File: src/rtl/ehr_pkg.sv
// ----------------------------------------------------------------------------
// ehr_pkg
// Shared types and constants for the exponential histogram remap block.
// ----------------------------------------------------------------------------
`default_nettype none
package ehr_pkg;

    localparam int MW   = 32;            // normalized mantissa width, Q1.31
    localparam int EW   = 5;             // log2 integer part
    localparam int FW   = 16;            // log2 fraction bits
    localparam int LOGW = EW + FW;       // log2 value, Q5.16
    localparam int NLW  = 21;            // -ln(1-p) value, Q5.16
    localparam int SCW  = 13;            // scaled term after >> 24
    localparam int CFGW = 16;            // widest configuration register
    localparam int SQC_W = 5;            // squaring step counter

    localparam logic [FW-1:0]   LN2_Q16   = 16'd45426;
    localparam logic [7:0]      LEVEL_MAX = 8'd255;
    localparam logic [15:0]     INV_ALPHA_RST = 16'd8192;
    localparam logic [SQC_W-1:0] SQ_STEPS = 5'd16;

    localparam logic OP_COUNT = 1'b0;
    localparam logic OP_MAP   = 1'b1;

    localparam logic REG_MIN_LEVEL = 1'b0;
    localparam logic REG_INV_ALPHA = 1'b1;

    typedef enum logic [3:0] {
        S_IDLE,
        S_CNT_WR,
        S_SUM,
        S_CHECK,
        S_NORM_A,
        S_SQ_A,
        S_NORM_B,
        S_SQ_B,
        S_MUL1,
        S_MUL2,
        S_FIN,
        S_OUT
    } t_state;

    typedef enum logic [1:0] {
        RES_MIN,
        RES_SAT,
        RES_CALC
    } t_res_kind;

    typedef struct packed {
        logic      load;       // capture input word
        logic      cnt_wr;     // write incremented bin, bump total
        logic      sum_step;   // one bin of the prefix sum
        logic      log_load;   // start a log2 on the selected operand
        logic      log_sel_b;  // operand: 0 total, 1 total - sum
        logic      norm;       // one normalize shift
        logic      sq;         // one squaring step
        logic      save_a;     // keep first log2 result
        logic      mul1;       // d * ln2
        logic      mul2;       // inverse_alpha * -ln(1-p)
        logic      res_load;   // latch final result
        t_res_kind res_kind;
        logic      out_load;   // move result to output register
    } t_cmd;

    typedef struct packed {
        logic total_zero;
        logic sum_ge;
        logic sum_done;
        logic norm_done;
        logic sq_done;
        logic out_free;
    } t_sts;

endpackage
`default_nettype wire

File: src/rtl/ehr_ctrl.sv
// ----------------------------------------------------------------------------
// ehr_ctrl
// Sequencer: count update, prefix sum, two log2 passes, scaling, result.
// ----------------------------------------------------------------------------
`default_nettype none
module ehr_ctrl (
    input  wire logic          i_clk,
    input  wire logic          i_rst_n,
    input  wire logic          i_in_valid,
    input  wire logic          i_operation,
    input  wire ehr_pkg::t_sts i_sts,
    output logic               o_in_ready,
    output ehr_pkg::t_cmd      o_cmd
);
    import ehr_pkg::*;

    t_state r_state;
    t_state n_state;

    always_ff @(posedge i_clk) begin
        if (!i_rst_n) begin
            r_state <= S_IDLE;
        end else begin
            r_state <= n_state;
        end
    end

    always_comb begin
        n_state    = r_state;
        o_cmd      = '0;
        o_cmd.res_kind = RES_CALC;
        o_in_ready = 1'b0;
        case (r_state)
            S_IDLE: begin
                o_in_ready = 1'b1;
                if (i_in_valid) begin
                    o_cmd.load = 1'b1;
                    n_state = (i_operation == OP_MAP) ? S_SUM : S_CNT_WR;
                end
            end
            S_CNT_WR: begin
                o_cmd.cnt_wr = 1'b1;
                n_state = S_IDLE;
            end
            S_SUM: begin
                o_cmd.sum_step = 1'b1;
                if (i_sts.sum_done) begin
                    n_state = S_CHECK;
                end
            end
            S_CHECK: begin
                if (i_sts.total_zero) begin
                    o_cmd.res_load = 1'b1;
                    o_cmd.res_kind = RES_MIN;
                    n_state = S_OUT;
                end else if (i_sts.sum_ge) begin
                    o_cmd.res_load = 1'b1;
                    o_cmd.res_kind = RES_SAT;
                    n_state = S_OUT;
                end else begin
                    o_cmd.log_load = 1'b1;
                    n_state = S_NORM_A;
                end
            end
            S_NORM_A: begin
                if (i_sts.norm_done) begin
                    n_state = S_SQ_A;
                end else begin
                    o_cmd.norm = 1'b1;
                end
            end
            S_SQ_A: begin
                if (i_sts.sq_done) begin
                    o_cmd.save_a    = 1'b1;
                    o_cmd.log_load  = 1'b1;
                    o_cmd.log_sel_b = 1'b1;
                    n_state = S_NORM_B;
                end else begin
                    o_cmd.sq = 1'b1;
                end
            end
            S_NORM_B: begin
                if (i_sts.norm_done) begin
                    n_state = S_SQ_B;
                end else begin
                    o_cmd.norm = 1'b1;
                end
            end
            S_SQ_B: begin
                if (i_sts.sq_done) begin
                    n_state = S_MUL1;
                end else begin
                    o_cmd.sq = 1'b1;
                end
            end
            S_MUL1: begin
                o_cmd.mul1 = 1'b1;
                n_state = S_MUL2;
            end
            S_MUL2: begin
                o_cmd.mul2 = 1'b1;
                n_state = S_FIN;
            end
            S_FIN: begin
                o_cmd.res_load = 1'b1;
                o_cmd.res_kind = RES_CALC;
                n_state = S_OUT;
            end
            S_OUT: begin
                // hold until the output register frees up
                if (i_sts.out_free) begin
                    o_cmd.out_load = 1'b1;
                    n_state = S_IDLE;
                end
            end
            default: begin
                n_state = S_IDLE;
            end
        endcase
    end
endmodule
`default_nettype wire

File: config.mk
export PLATFORM = sky130hd
export DESIGN_NAME = ehr_ctrl
export DESIGN_NICKNAME = d
export VERILOG_FILES = /design/src/rtl/ehr_pkg.sv /design/src/rtl/ehr_ctrl.sv
export SDC_FILE = /design/constraint.sdc
export NUM_CORES = 1
export LEC_CHECK = 0
export ABC_AREA = 1
export BUFFER_PORTS_ARGS = -buffer_cell sky130_fd_sc_hd__buf_2
export CORE_UTILIZATION = 35
export DETAILED_ROUTE_END_ITERATION = 10
export SLEW_MARGIN = 20
export SYNTH_ARGS = -nofsm -noshare
export SYNTH_HDL_FRONTEND = slang
export SYNTH_SLANG_ARGS = --single-unit
File: constraint.sdc
create_clock -name i_clk -period 3 [get_ports i_clk]
set_clock_uncertainty 0.15 [all_clocks]
set_input_delay 0.75 -clock i_clk [delete_from_list [all_inputs] [get_ports i_clk]]
set_output_delay 0.75 -clock i_clk [all_outputs]
set_load 0.03 [all_outputs]
==> results of run 1 <==
## cell families (layout without fill, tap and decap cells)
logic type	Yosys count	in the layout	synth area share [%]
AOI/OAI and AO/OA	8	8	9.66
buffers and inverters	19	44	17.5
DFF	4	4	16.7
and+or+nand+nor	53	53	56.1
## critical path, delay by kind of cell, from the launching register on
family	cells	cell delay, ns
AOI/OAI and AO/OA	1	0.10
DFF	1	0.57
buffers and inverters	2	0.30
and+or+nand+nor	2	0.23
## Yosys cell counts (2+ instances only)
library cell	n
inv_1	12
nor3_1	2
nand3_1	4
dfxtp_1	4
a21oi_1	3
nand2_1	21
inv_2	4
nand4_1	3
nand3_2	3
buf_4	2
nor2_1	10
o21ai_0	3
nor2_2	4
nand2_2	2
## path summary, 6_finish.rpt
| kind | cells past startpoint | end | slack [ns] |
|---|---|---|---|
| setup reg to reg | 8 | r_state[0]$_SDFFE_PN0P_ | 1.43 |
| hold / removal | 2 | r_state[1]$_SDFFE_PN0P_ | 0.47 |
| hold reg to reg | 2 | r_state[1]$_SDFFE_PN0P_ | 0.47 |
| setup / recovery | 5 | o_cmd[3] | 0.66 |
## through the flow
step | power (mW) | cells | area [sq um] | hold WS, ns | utilization [%]
after floorplan | 0.316 | 84 | 479 | 0.410 | -
after global placement | 0.371 | 120 | 602 | 0.460 | 50.7
after detailed placement | 0.371 | 120 | 602 | 0.460 | 50.7
after CTS | 0.441 | 123 | 624 | 0.465 | 52.6
after global routing | 0.473 | 123 | 624 | 0.496 | 52.6
final | 0.436 | 123 | 624 | 0.468 | 52.6
## routing by layer
| metal | vias to the layer above | GRT usage, % | wire length, microns |
|---|---|---|---|
| li1 | 316 | - | - |
| met1 | 249 | 23.1 | 548 |
| met2 | 24 | 26.7 | 504 |
| met3 | 5 | 5.20 | 76 |
| met4 | 0 | 10.3 | 26 |
| met5 | - | 0 | 0 |
## power by group through the flow
stage               logic [mW]  clock network [mW]  registers [mW]
floorplan                0.235                   0          0.0804
global placement         0.269                   0           0.102
detailed placement       0.268                   0           0.102
CTS                      0.270              0.0689           0.102
global route             0.296              0.0718           0.105
finish                   0.268              0.0664           0.102
## final cells by class
type | count | area [sq um] | area share [%]
clock buffers | 3 | 22.5 | 3.61
multi-input cells | 61 | 315 | 50.5
repair buffers | 24 | 120 | 19.2
well taps | 14 | 17.5 | 2.81
flip-flops and latches | 4 | 80.1 | 12.8
inverters | 17 | 68.8 | 11.0
==> impl_metrics.toml, run 1 <==
[run_status]
status = "finished, final reports clean"

[setup_path]
critical_path_class = "reg2out"
r2r_start = "r_state[0]$_SDFFE_PN0P_"
crit_path_cell_trace = "nand2_4 > clkinv_4 > nand3_2 > o21ai_0 > buf_2"
slowest_delay_ns = 0.57
critPathSlowestCell = "dfxtp_1"
critPathArrivalTime_ns = 1.44
end_kind = "output port"
startpoint_type = "flop"
required_ns = 2.10
crit_start = "r_state[0]$_SDFFE_PN0P_"
cp_max_fo = 9

[floorplan]
fp.dieH_microns = 39
rows = 12
dieArea_sq_um = 1520
core_sq_um = 1190
die_w_microns = 39
ioPinCount = 25
initial_core_util_pct = 40.4

[timing]
maxSlewViolCount = 0
fin_ws_ns = 0.665
min_period_over_period_pct = 77.8
tightest_slew_ns = 0.427
finalSetupViolCount = 0
grt_setup_unrepaired = "false"
hold_viol_final = 0
clock.fmax_ghz = 0.428
setup_tns_ns = 0
max_slew_margin_pct = 71.5
period_needed_ns = 2.34

[cts]
cts_tree = "yes"
clock_sinks = 4
clk_latency_ns = 0.24
htreeDepth = 1
cts_hold_buffers = 0
post-cts-setup-buffer-count = 0
clkTransAtPathRegs_ns = 0.03
cts_buffers = 3
cts_root_buffer = "clkbuf_4"
cts_repair_resize_count = 0
clock_path_buffers = 2

[logic_synthesis]
synth_area_sq_um = 479
syn_inst = 84
synth_top_area_cell = "dfxtp_1"
synth_seq_cells = 4
yosysWarningCount = 0
synthArstFlopShare_pct = 0
synth_area_leaders = "dfxtp_1 (17%), nand2_1 (16%), inv_1 (9.4%)"
avgSynthCellArea_sq_um = 5.70
syn-num-nets = 94
synth_edf_count = 0
synth_flop_cell = "dfxtp_1"
yosysTopAreaCellShare_pct = 16.7
synth-seq-area-share_pct = 16.7
synth_cell_types = 21

[pwr]
p_sw_uw = 239
pwr-share-seq_pct = 23.3
peakVddDrop_v = 0.000318
p_per_area_nw_per_um2 = 698
p_comb_share_pct = 61.4
power.leakage_nw = 0.388
p_clk_share_pct = 15.2
p_sw_share_pct = 54.8
power.internal_uw = 197

[cells_and_area]
top_register = "r_state"
nets = 121
diodes = 0
drive_gt1_share_pct = 40.4
area_growth_pct = 30.3
reg.largest.list = "r_state x4"
largest_reg_flops = 4
fill_cells = 132
final_common_cell = "buf_2"
mostFrequentLayoutCells = "buf_2 (24), nand2_1 (21), inv_1 (12), nor2_1 (10)"

[placement]
place_ws_ns = 0.713
dp_hpwl_microns = 964
gp_congestion = 0.765
io_buffer_count = 24

[drt]
vias = 594
drtIter0Drc = 11
avgViaCountPerCell = 4.83
wire_per_inst_microns = 9.39
drt-pass1-iter-count = 4
wirelength_microns = 1160
postRouteAntennaNets = 0
drc = 0

[global_route]
grt_pass1_wl_microns = 1840
track_usage_pct = 18.1
grt_max_degree = 10
overflow = 0
grt_pass1_vias = 452
antenna_found_initial = 0

[hold_path]
worstHoldStart = "r_state[1]$_SDFFE_PN0P_"
min_path_type = "reg2reg"

[flow_run]
max_cap_viol_count = 0
Note: power is estimated with default switching activity, not from simulation.
==> inputs of run 2 (changes only) <==
- PLACE_DENSITY: not set -> 0.67
- clock period: 3 -> 2 ns (I/O delays scaled with it)
==> run 2 against run 1 <==
Hold slack got worse by 0.079 ns. Sequential share of layout area rose by 0.34 points. Critical path depth did not move. Global-route usage rose by 0.16 points. Clock power rose by 51%. Sequential power rose by 50%. Flip-flop and latch count did not move. Total power rose by 54%. Routed wire length rose by 5.7%. Non-clock buffer count did not move. Register-to-register slack got worse by 0.81 ns. Critical path type unchanged. Critical endpoint is now o_cmd[10]. Highest routed layer is now met3.
==> impl_metrics.toml, run 2 (same netlist as run 1, synthesis figures left out) <==
[global_route]
grt_pass1_vias = 478
antenna_found_initial = 0
overflow = 0
grt_pass1_wl_microns = 1940
grt_max_degree = 10
track_usage_pct = 18.3

[cells_and_area]
mostFrequentLayoutCells = "buf_2 (23), nand2_1 (21), inv_1 (12), nor2_1 (10)"
top_register = "r_state"
ff_latch_area_sq_um = 83.8
layoutNonFillerInstCount = 123
nets = 121
fill_cells = 140
fin_util_pct = 53.7
reg.largest.list = "r_state x4"
drive_gt1_share_pct = 44.0
diodes = 0
multiInputGateArea_sq_um = 322
area_growth_pct = 32.9
final_common_cell = "buf_2"
largest_reg_flops = 4

[cts]
post-cts-setup-buffer-count = 0
clock_sinks = 4
htreeDepth = 1
cts_buffers = 3
clkTransAtPathRegs_ns = 0.04
cts_root_buffer = "clkbuf_4"
clk_latency_ns = 0.23
cts_hold_buffers = 0
cts_tree = "yes"
clock_path_buffers = 2

[setup_path]
slowest_delay_ns = 0.37
critPathArrivalTime_ns = 1.27
crit_buf_inv = 2
critical_path_class = "reg2out"
critical_path.top_delay_family = "flip-flops"
crit_end = "o_cmd[10]"
crit_path_cell_trace = "inv_2 > nor2_2 > nand3_1 > o21ai_0 > buf_2"
end_kind = "output port"
r2r_start = "r_state[3]$_SDFFE_PN0P_"
startpoint_type = "flop"
reg2reg_slack_ns = 0.62
critical_path_cell_count = 5
required_ns = 1.35
r2r_cells = 7
r2r-end = "r_state[2]$_SDFFE_PN0P_"
cp_max_fo = 4
critPathSlowestCell = "dfxtp_2"
crit_start = "r_state[2]$_SDFFE_PN0P_"

[timing]
period_needed_ns = 1.92
clock.fmax_ghz = 0.521
fin_ws_ns = 0.0805
min_period_over_period_pct = 96.0
tightest_slew_ns = 0.230
grt_setup_unrepaired = "true"
max_slew_margin_pct = 84.7
finalSetupViolCount = 0
hold_slack_ns = 0.389
maxSlewViolCount = 0
hold_viol_final = 0

[floorplan]
dieArea_sq_um = 1520
core_sq_um = 1190
die_w_microns = 39
ioPinCount = 25
initial_core_util_pct = 40.4
fp.dieH_microns = 39
rows = 12

[pwr]
power.leakage_nw = 0.390
p_sw_share_pct = 54.9
p_clk_share_pct = 14.9
p_sw_uw = 368
pwr-share-seq_pct = 22.8
peakVddDrop_v = 0.000582
power_uw = 670
power.internal_uw = 302
p_comb_share_pct = 62.3
p_per_area_nw_per_um2 = 1050

[placement]
dp_hpwl_microns = 990
io_buffer_count = 24
place_ws_ns = 0.210
gp_congestion = 0.812
placed_cells = 120

[drt]
drtIter0Drc = 17
postRouteAntennaNets = 0
avgViaCountPerCell = 4.81
drt-pass1-iter-count = 4
wirelength_microns = 1220
wire_per_inst_microns = 9.93
drc = 0
vias = 592

[flow_run]
max_cap_viol_count = 0

[hold_path]
min_path_type = "in2reg"

[run_status]
status = "finished, final reports clean"
## run 2: power groups by stage
stage / Combinational, mW / Sequential (mW) / Clock, mW
after global routing: 0.457 / 0.157 / 0.107
final: 0.417 / 0.153 / 0.100
after floorplan: 0.354 / 0.121 / 0
after CTS: 0.419 / 0.153 / 0.104
after global placement: 0.412 / 0.147 / 0
after detailed placement: 0.416 / 0.149 / 0
## run 2: timing repair
item / 4_1_cts / 5_1_grt
gates resized for setup: 3 / 1
endpoints found under the setup margin: 3 / 4
pin swaps: 0 / 1
## run 2: worst reg2reg max path, cell delays in order (launching register included)
cell,delay (ns)
dfxtp_1,0.43
inv_2,0.07
nor2_1,0.16
nand3_2,0.12
nand2_2,0.10
nor2_2,0.06
a21oi_1,0.13
nor2_1,0.05
## run 2: cell type report
| type | instances | share of cell area, % |
|---|---|---|
| Timing Repair Buffer | 24 | 19.3 |
| Inverter | 17 | 10.8 |
| Clock buffer | 3 | 3.54 |
| Sequential cell | 4 | 13.2 |
| Multi-Input combinational cell | 61 | 50.5 |
| Tap cell | 14 | 2.75 |
## run 2: how the worst min path moves through the flow
stage                            start                      end  slack (ns)  cells past startpoint
5_1_grt                        i_rst_n  r_state[1]$_SDFFE_PN0P_        0.40                      3
6_report                       i_rst_n  r_state[1]$_SDFFE_PN0P_        0.39                      3
3_5_place_dp   r_state[1]$_SDFFE_PN0P_  r_state[1]$_SDFFE_PN0P_        0.45                      2
2_1_floorplan  r_state[1]$_SDFFE_PN0P_  r_state[1]$_SDFFE_PN0P_        0.41                      2
3_3_place_gp   r_state[1]$_SDFFE_PN0P_  r_state[1]$_SDFFE_PN0P_        0.44                      2
4_1_cts                        i_rst_n  r_state[1]$_SDFFE_PN0P_        0.38                      3
## run 2: per-layer routing
layer / wire, microns / up-vias / part of all wire (%) / track usage (%)
met3: 54 / 0 / 4.4 / 3.47
met1: 569 / 259 / 47 / 22.6
met5: 0 / - / 0 / 0
met4: 0 / 0 / 0 / 2.59
li1: - / 312 / - / -
met2: 597 / 21 / 49 / 32.9
## run 2: through the flow
step / setup TNS, ns / area (sq um)
CTS: 0 / 634
detailed placement: 0 / 608
floorplan: -0.00948 / 485
global placement: 0 / 608
global route: -0.0142 / 637
finish: 0 / 637
==> inputs of run 3 (changes only) <==
- MAX_ROUTING_LAYER: not set -> met4
- PLACE_DENSITY: 0.67 -> not set
- clock period: 2 -> 2.3 ns (I/O delays scaled with it)
==> run 3 against run 2 <==
Register-to-register slack improved by 0.09 ns. Sequential share of layout area fell by 0.46 points. Via count fell by 3.5%. Count of clock-buffer cells in the layout did not move. Critical path type unchanged.
==> impl_metrics.toml, run 3 (same netlist as run 1, synthesis figures left out) <==
[setup_path]
required_ns = 1.57
cp_max_fo = 9
crit_path_cell_trace = "nand2_4 > clkinv_4 > nand3_2 > o21ai_0 > buf_2"
critical_path_class = "reg2out"
critPathSlowestCell = "dfxtp_1"
slowest_delay_ns = 0.55
startpoint_type = "flop"
critPathArrivalTime_ns = 1.42
end_kind = "output port"

[floorplan]
rows = 12
ioPinCount = 25
dieArea_sq_um = 1520
die_w_microns = 39
initial_core_util_pct = 40.4
core_sq_um = 1190
fp.dieH_microns = 39

[cts]
clk_latency_ns = 0.24
htreeDepth = 1
cts_root_buffer = "clkbuf_4"
cts_repair_resize_count = 0
post-cts-setup-buffer-count = 0
cts_buffers = 3
clkTransAtPathRegs_ns = 0.04
clock_sinks = 4
cts_hold_buffers = 0
clock_path_buffers = 2
cts_tree = "yes"

[placement]
placed_cells = 120
post_dp_cell_area_sq_um = 608
io_buffer_count = 24
gp_congestion = 0.745
place_ws_ns = 0.352
dp_hpwl_microns = 927

[pwr]
p_per_area_nw_per_um2 = 912
power.leakage_nw = 0.389
pwr-share-seq_pct = 22.8
p_clk_share_pct = 16.2
power_uw = 575
power.internal_uw = 258
p_sw_uw = 317
p_comb_share_pct = 61.0
p_sw_share_pct = 55.2
peakVddDrop_v = 0.000566

[cells_and_area]
layoutNonFillerInstCount = 123
top_register = "r_state"
largest_reg_flops = 4
final_common_cell = "buf_2"
reg.largest.list = "r_state x4"
fin_util_pct = 53.2
finalInstanceArea_sq_um = 631
area_growth_pct = 31.6
drive_gt1_share_pct = 41.3
diodes = 0
nets = 121
mostFrequentLayoutCells = "buf_2 (24), nand2_1 (21), inv_1 (12), nor2_1 (10)"

[timing]
tightest_slew_ns = 0.397
finalSetupViolCount = 0
grt_setup_unrepaired = "false"
hold_slack_ns = 0.453
hold_viol_final = 0
min_period_over_period_pct = 93.3
period_needed_ns = 2.15
setup_tns_ns = 0
clock.fmax_ghz = 0.466
max_slew_margin_pct = 73.5
fin_ws_ns = 0.153
maxSlewViolCount = 0

[drt]
drtIter0Drc = 16
postRouteAntennaNets = 0
drc = 0
wire_per_inst_microns = 9.28
drt-pass1-iter-count = 4
vias = 571
wirelength_microns = 1140
avgViaCountPerCell = 4.64

[flow_run]
max_cap_viol_count = 0

[global_route]
grt_pass1_wl_microns = 1770
grt_pass1_vias = 443
grt_max_degree = 10
track_usage_pct = 17.6
antenna_found_initial = 0
overflow = 0

[run_status]
status = "finished, final reports clean"

[hold_path]
min_path_type = "in2reg"
## run 3: cell counts in the layout (fill, tap and decap cells not counted)
No cell type changed its count.
## run 3: worst max-delay path: cells and delay by family, from the launching register on
kind	cells	cell delay (ns)
DFF	1	0.55
buffers and inverters	2	0.29
and+or+nand+nor	2	0.23
AOI/OAI and AO/OA	1	0.10
## run 3: per-layer routing
metal	wire, microns	up-vias	track usage, %
met2	537	18	29.2
met4	0	0	2.59
li1	-	310	-
met1	542	243	20.5
met3	61	0	6.94
met5	0	-	-
## run 3: final timing paths
kind / start / end / slack [ns] / depth (start not counted)
hold reg to reg: r_state[1]$_SDFFE_PN0P_ / r_state[1]$_SDFFE_PN0P_ / 0.46 / 2
setup / recovery: r_state[0]$_SDFFE_PN0P_ / o_cmd[3] / 0.15 / 5
hold / removal: i_rst_n / r_state[1]$_SDFFE_PN0P_ / 0.45 / 3
setup reg to reg: r_state[0]$_SDFFE_PN0P_ / r_state[0]$_SDFFE_PN0P_ / 0.71 / 8
## run 3: layout make-up
class | instances | area, sq um
inverters | 17 | 68.8
fillers | 134 | 556
flip-flops and latches | 4 | 80.1
well taps | 14 | 17.5
repair buffers | 24 | 120
clock buffers | 3 | 22.5
multi-input cells | 61 | 322
## run 3: power by group through the flow
stage | registers [mW] | logic (mW) | clock network [mW]
final | 0.131 | 0.351 | 0.0931
after floorplan | 0.105 | 0.308 | 0
after detailed placement | 0.133 | 0.352 | 0
after global routing | 0.137 | 0.382 | 0.102
after CTS | 0.131 | 0.355 | 0.0940
after global placement | 0.133 | 0.353 | 0
